--- src/hdl/eqb_pkg.sv ---
// Shared types and constants of the equalizer band.
`timescale 1ns / 1ps

package eqb_pkg;

   // Fixed field widths
   localparam int CSR_INDEX_W   = 3;
   localparam int CSR_DATA_W    = 24;
   localparam int COEF_W        = 24;
   localparam int GAIN_W        = 24;
   localparam int COEF_INDEX_W  = 8;
   localparam int SAMPLE_MAX_W  = 32;
   localparam int DELAY_FIELD_W = 13;
   localparam int TAPS_FIELD_W  = 9;
   localparam int ACC_W         = 63;

   // Binary point positions of the coefficient and gain formats
   localparam int FIR_SHIFT  = 22;
   localparam int GAIN_SHIFT = 20;

   // Register indexes
   localparam logic [CSR_INDEX_W-1:0] REG_BAND_MODE    = 3'd0;
   localparam logic [CSR_INDEX_W-1:0] REG_BAND_ENABLED = 3'd1;
   localparam logic [CSR_INDEX_W-1:0] REG_LINEAR_GAIN  = 3'd2;
   localparam logic [CSR_INDEX_W-1:0] REG_DELAY_LENGTH = 3'd3;
   localparam logic [CSR_INDEX_W-1:0] REG_FIR_LENGTH   = 3'd4;

   // Band modes
   localparam logic [1:0] MODE_FIR   = 2'd0;
   localparam logic [1:0] MODE_GAIN  = 2'd1;
   localparam logic [1:0] MODE_DELAY = 2'd2;

   // Register reset values
   localparam logic [1:0]               RESET_MODE = MODE_GAIN;
   localparam logic signed [GAIN_W-1:0] RESET_GAIN = 24'sd1048576;

   typedef enum logic {
      OP_SAMPLE = 1'b0,
      OP_COEF   = 1'b1
   } opcode_type;

   // One classified item as it waits in the queue
   typedef struct packed {
      opcode_type                     op;
      logic                           last;
      logic [COEF_INDEX_W-1:0]        coef_index;
      logic signed [COEF_W-1:0]       coef_value;
      logic signed [SAMPLE_MAX_W-1:0] sample;
   } item_type;

endpackage

--- src/hdl/eqb_front.sv ---
// Front end: accepts items, classifies them and queues them for the back end.
`timescale 1ns / 1ps

module eqb_front #(
   parameter int MAX_TAPS    = 256,
   parameter int SAMPLE_BITS = 24
) (
   input  logic                                   clock,
   input  logic                                   reset,
   input  logic                                   req_valid,
   output logic                                   req_stall,
   input  logic                                   req_opcode,
   input  logic signed [SAMPLE_BITS-1:0]          req_sample_in,
   input  logic [eqb_pkg::COEF_INDEX_W-1:0]       req_coef_index,
   input  logic signed [eqb_pkg::COEF_W-1:0]      req_coef_value,
   input  logic                                   req_block_last,
   output logic                                   q_valid,
   output eqb_pkg::item_type                      q_item,
   input  logic                                   q_pop
);

   eqb_pkg::item_type slot_ff [2];
   eqb_pkg::item_type item_c;
   logic [1:0] count_ff, count_in;
   logic       wr_ff, wr_in;
   logic       rd_ff, rd_in;
   logic       keep_c, push_c, pop_c;

   // Build the queue entry; drop coefficient writes beyond the tap store
   always_comb begin
      item_c.op         = eqb_pkg::opcode_type'(req_opcode);
      item_c.last       = req_block_last;
      item_c.coef_index = req_coef_index;
      item_c.coef_value = req_coef_value;
      item_c.sample     = eqb_pkg::SAMPLE_MAX_W'(req_sample_in);
      keep_c = (item_c.op == eqb_pkg::OP_SAMPLE) ||
               (32'(req_coef_index) < 32'(MAX_TAPS));
   end

   assign req_stall = (count_ff == 2'd2);
   assign q_valid   = (count_ff != 2'd0);
   assign q_item    = slot_ff[rd_ff];
   assign push_c    = req_valid && !req_stall && keep_c;
   assign pop_c     = q_pop && q_valid;

   // Advance the queue pointers
   always_comb begin
      wr_in    = push_c ? !wr_ff : wr_ff;
      rd_in    = pop_c ? !rd_ff : rd_ff;
      count_in = 2'(count_ff + {1'b0, push_c} - {1'b0, pop_c});
   end

   always_ff @(posedge clock) begin
      if (reset) begin
         count_ff <= 2'd0;
         wr_ff    <= 1'b0;
         rd_ff    <= 1'b0;
      end else begin
         count_ff <= count_in;
         wr_ff    <= wr_in;
         rd_ff    <= rd_in;
      end
   end

   // Store the item
   always_ff @(posedge clock) begin
      if (push_c) begin
         slot_ff[wr_ff] <= item_c;
      end
   end

endmodule

--- config.mk ---
export PLATFORM = sky130hd
export DESIGN_NAME = eqb_front
export DESIGN_NICKNAME = d
export VERILOG_FILES = /design/src/hdl/eqb_pkg.sv /design/src/hdl/eqb_front.sv
export SDC_FILE = /design/constraint.sdc
export NUM_CORES = 1
export LEC_CHECK = 0
export ABC_AREA = 1
export BUFFER_PORTS_ARGS = -buffer_cell sky130_fd_sc_hd__buf_2
export CORE_UTILIZATION = 30
export CTS_CLUSTER_DIAMETER = 30
export DETAILED_ROUTE_END_ITERATION = 8
export HOLD_SLACK_MARGIN = 0.02
export PLACE_DENSITY_LB_ADDON = 0.25
export SLEW_MARGIN = 0
export SYNTH_ARGS = -nofsm -noshare
export SYNTH_HDL_FRONTEND = slang
export SYNTH_SLANG_ARGS = --single-unit
--- constraint.sdc ---
create_clock -name clock -period 3.7 [get_ports clock]
set_clock_uncertainty 0.05 [all_clocks]
set_input_delay 0.74 -clock clock [delete_from_list [all_inputs] [get_ports clock]]
set_output_delay 0.74 -clock clock [all_outputs]
set_load 0.03 [all_outputs]
# ---- Yosys cells after proc, flatten, opt, wreduce, memory -nomap -nowiden
# Memories as Yosys holds them, arrays and structs flattened. A register that Yosys moved wholly into a read port is not among the register bits.
# Cells that the tools add are included.
dict set report word_totals {
  romBits 0
  memories 1
  out_inout_bits 68
  register_bits 4
  latch_bits 0
  in_bits 62
  ramBits 132
}
dict set report op_classes {
  n_bitwise 0
  reduce_logical 6
  shift 0
  add_sub_neg 2
  n_eq_ne 1
  muxes 4
  div 0
  mul 0
  order_cmp 0
}
# name depth word_bits read_ports rd_ports_with_merged_regs wr line_no
set memory_table {}
lappend memory_table {slot_ff 2 66 1 1 1 eqb_front.sv:22} ;# eqb_pkg::item_type slot_ff [2];
# op n
set op_table {}
lappend op_table {{1-bit 2-to-1 mux} 4}
lappend op_table {{1-bit logical NOT} 3}
lappend op_table {{2-bit by 1-bit adder with 2-bit output} 1}
lappend op_table {{2-bit equality test, second input constant} 1}
lappend op_table {{1-bit logical AND} 2}
lappend op_table {{2-bit nonzero test} 1}
lappend op_table {{2-bit by 1-bit subtractor with 2-bit output} 1}

# ---- Longest topological paths before layout
dict set report depth {
  depth_word 5
  ltp_mapped 11
}

# ---- Worst setup path before layout
# Ideal clock, no wire load.
dict set report synth_timing {
  path_type {input -> register}
  from {input req_valid}
  to {memory slot_ff[0][0] (netlist name), enable pin}
  cell_stages 2
  slack_ns -0.060
  arrival_time_ns 3.236
  setup_time_ns 0.474
  cell_sequence {nand2_1 nor2_1}
}
dict set report synth_via {
  elab_chain_cells 3
}
# item line_no
set synth_lines {}
lappend synth_lines {{start: declaration} eqb_front.sv:10} ;# input logic req_valid,
lappend synth_lines {{1-bit logical AND} eqb_front.sv:43} ;# assign push_c = req_valid && !req_stall && keep_c;
lappend synth_lines {{1-bit 2-to-1 mux} eqb_front.sv:67} ;# if (push_c) begin
lappend synth_lines {{1-bit 2-to-1 mux (not written as such)} eqb_front.sv:68} ;# slot_ff[wr_ff] <= item_c;
lappend synth_lines {{end: declaration} eqb_front.sv:22}
# Every way passes these cells.

==> summary.txt <==
Floorplan
  – Chip width: 125 um
  – Core box area: 14700 um2
  – Die span in y: 125 um
  – Num rows: 44
  – Die area: 15700 um2
  – IO Count: 130
  – Initial core utilization: 31.1%

Clock network
  – Setup repair bufs after CTS: 0
  – CTS Buf Count: 17
  – Resized cells post-CTS: 0
  – H-tree Lvls: 4
  – CTS tree: yes
  – Cts hold-fix bufs: 0
  – Longest Clk Path Bufs: 2
  – Clk Latency, worst-skew pair: about 0.4 ns
  – Clock sink count: 121
  – Clock transition at path regs: 0.05 ns
  – Root Buffer Master: clkbuf_16

Synth
  – Register area share after synthesis: 78.4%
  – Post-synthesis average cell area: 20.1 um2
  – Syn Nets: 291
  – Yosys warns: 0
  – Synth cell types: 13
  – Seq cells post-synth: 121
  – Post-synthesis cell count: 227
  – Cell Area, Synth: ~4600 um2

Global routing
  – Vias in the first global route: 2580
  – Largest net degree at the start of global routing: 59
  – Gr usage total: 11.4%
  – Initial antenna violation count: 0
  – Grt total ovfl: 0
  – First-pass GRT wire length: 13000 um

STA
  – Hold Vio Cnt, Final: 0
  – RSZ-0062 raised after global routing: no
  – Least-Margin Pin Slew: roughly 0.95 ns
  – Final setup vio count: 0
  – Post-layout min period: 2.82 ns
  – Final setup TNS: 0 ns
  – Final Max Tran Viols: 0
  – Maximum clock rate: 355 MHz
  – Final worst path period share: 76.1%
  – Slew HR: 36.4%

Critical path
  – Crit path launch type: flip-flop
  – Reg2reg start: count_ff[0]
  – WP data arrival: 2.03 ns
  – Critical-path maximum fanout: 58
  – Worst path required time: 2.91 ns
  – CP Capture Type: output pin
  – Worst setup path class: reg2out

Finish
  – Share of cells above drive strength 1: 57.7%
  – Most common cell after layout, fill and taps aside: buf_2
  – # diodes: 0
  – Final core utilization: around two fifths
  – Area grow syn2layout: 30.4%
  – Most frequent cells in the layout: buf_2 (129), edfxtp_1 (116), mux2_2 (38)
  – Post-layout net count: 427

Drt
  – Router iterations before antenna repair: 6
  – Vias per cell: about 4.3
  – Vias after detailed routing: 2411
  – Initial DRC Count: around 160
  – Final wirelength: 8190 um
  – ANT nets after route: 0
  – WL/cell: 14.6 um
  – Post-route DRC: 10

Outcome
  – Outcome: finished, violations left
  – Failing checks: DRC

Place
  – Placer congestion estimate: 0.614
  – Post-DP HPWL: around 5100 um
  – Buffers added on ports: around 130

Min path
  – Worst hold path startpoint: rd_ff
  – Min-delay worst type: reg2reg

Power
  – Leakage power: 0.00232 uW
  – Pwr Density: 791 nW/um2
  – Maximum vdd drop: 0.000364 V

Job
  – Max Cap Viol: 0
==> stage by stage <==
step,total power [uW],instance area (um2),hold slack [ns],cells,setup WS (ns)
final,4710,5960,0.453,560,0.883
after global routing,4940,5960,0.434,560,0.756
after CTS,4790,5960,0.429,560,0.839
after detailed placement,3190,5390,0.453,528,1.29
after global placement,3170,5390,0.440,528,1.27
after floorplan,2860,4570,0.417,227,0.909
==> synthesized netlist by cell type <==
master | n | area share, %
nor2_1 | 9 | 0.74
ha_1 | 2 | 0.55
buf_6 | 3 | 0.74
buf_4 | 8 | 1.3
a21oi_1 | 2 | 0.22
nand3_1 | 3 | 0.33
edfxtp_1 | 116 | 76
buf_2 | 3 | 0.33
mux2_4 | 20 | 6.6
dfxtp_1 | 5 | 2.2
nand2_1 | 8 | 0.66
mux2_2 | 38 | 9.4
inv_1 | 10 | 0.82
==> worst max-delay path, stage by stage, from the launching register on <==
cell,delay [ns]
dfxtp_4,0.98
mux2_2,0.44
buf_2,0.18
==> area by class of cell <==
class                           count  area [um2]
Clock buffer                       21         440
Clock inverter                     11         129
Fill cell                        1376        8740
Inverter                           10        37.5
Multi-Input combinational cell     82         850
Sequential cell                   121        3590
Tap cell                          184         230
Timing Repair Buffer              131         686
==> kinds of logic (layout without fill, tap and decap cells) <==
group	count (synthesis)	in the layout	share of synthesized area [%]
flip-flops	121	121	78.4
multiplexers	58	58	15.9
buffers and inverters	24	173	3.20
AND/OR/NAND/NOR	20	20	1.72
adder cells (fa/ha/maj)	2	2	0.547
AO/OA/AOI/OAI	2	2	0.219
==> power breakdown <==
part           total, uW  internal (uW)  leakage [uW]  switching [uW]
combinational       1250            464      0.000920             788
sequential          1880           1740       0.00113             139
clock               1580           1040      0.000277             536
total               4710           3250       0.00232            1460
==> sequential cells by signal (all words and copies together), names as in the netlist, named ones only <==
name,count
count_ff,2
rd_ff,1
wr_ff,1
slot_ff,116
==> per-layer routing <==
layer,vias up,global-route usage [%],wire (um)
li1,1131,-,-
met1,1180,12.4,3320
met2,91,18.3,4090
met3,9,6.50,672
met4,0,4.52,111
met5,-,0,0
==> path summary, 6_finish.rpt <==
check                        end  depth (start not counted)  slack (ns)
hold / removal             rd_ff                          2        0.45
hold reg to reg            rd_ff                          2        0.45
setup / recovery      q_item[59]                          2        0.88
setup reg to reg  slot_ff[1][19]                          5        1.84
Note: power is estimated with default switching activity, not from simulation.
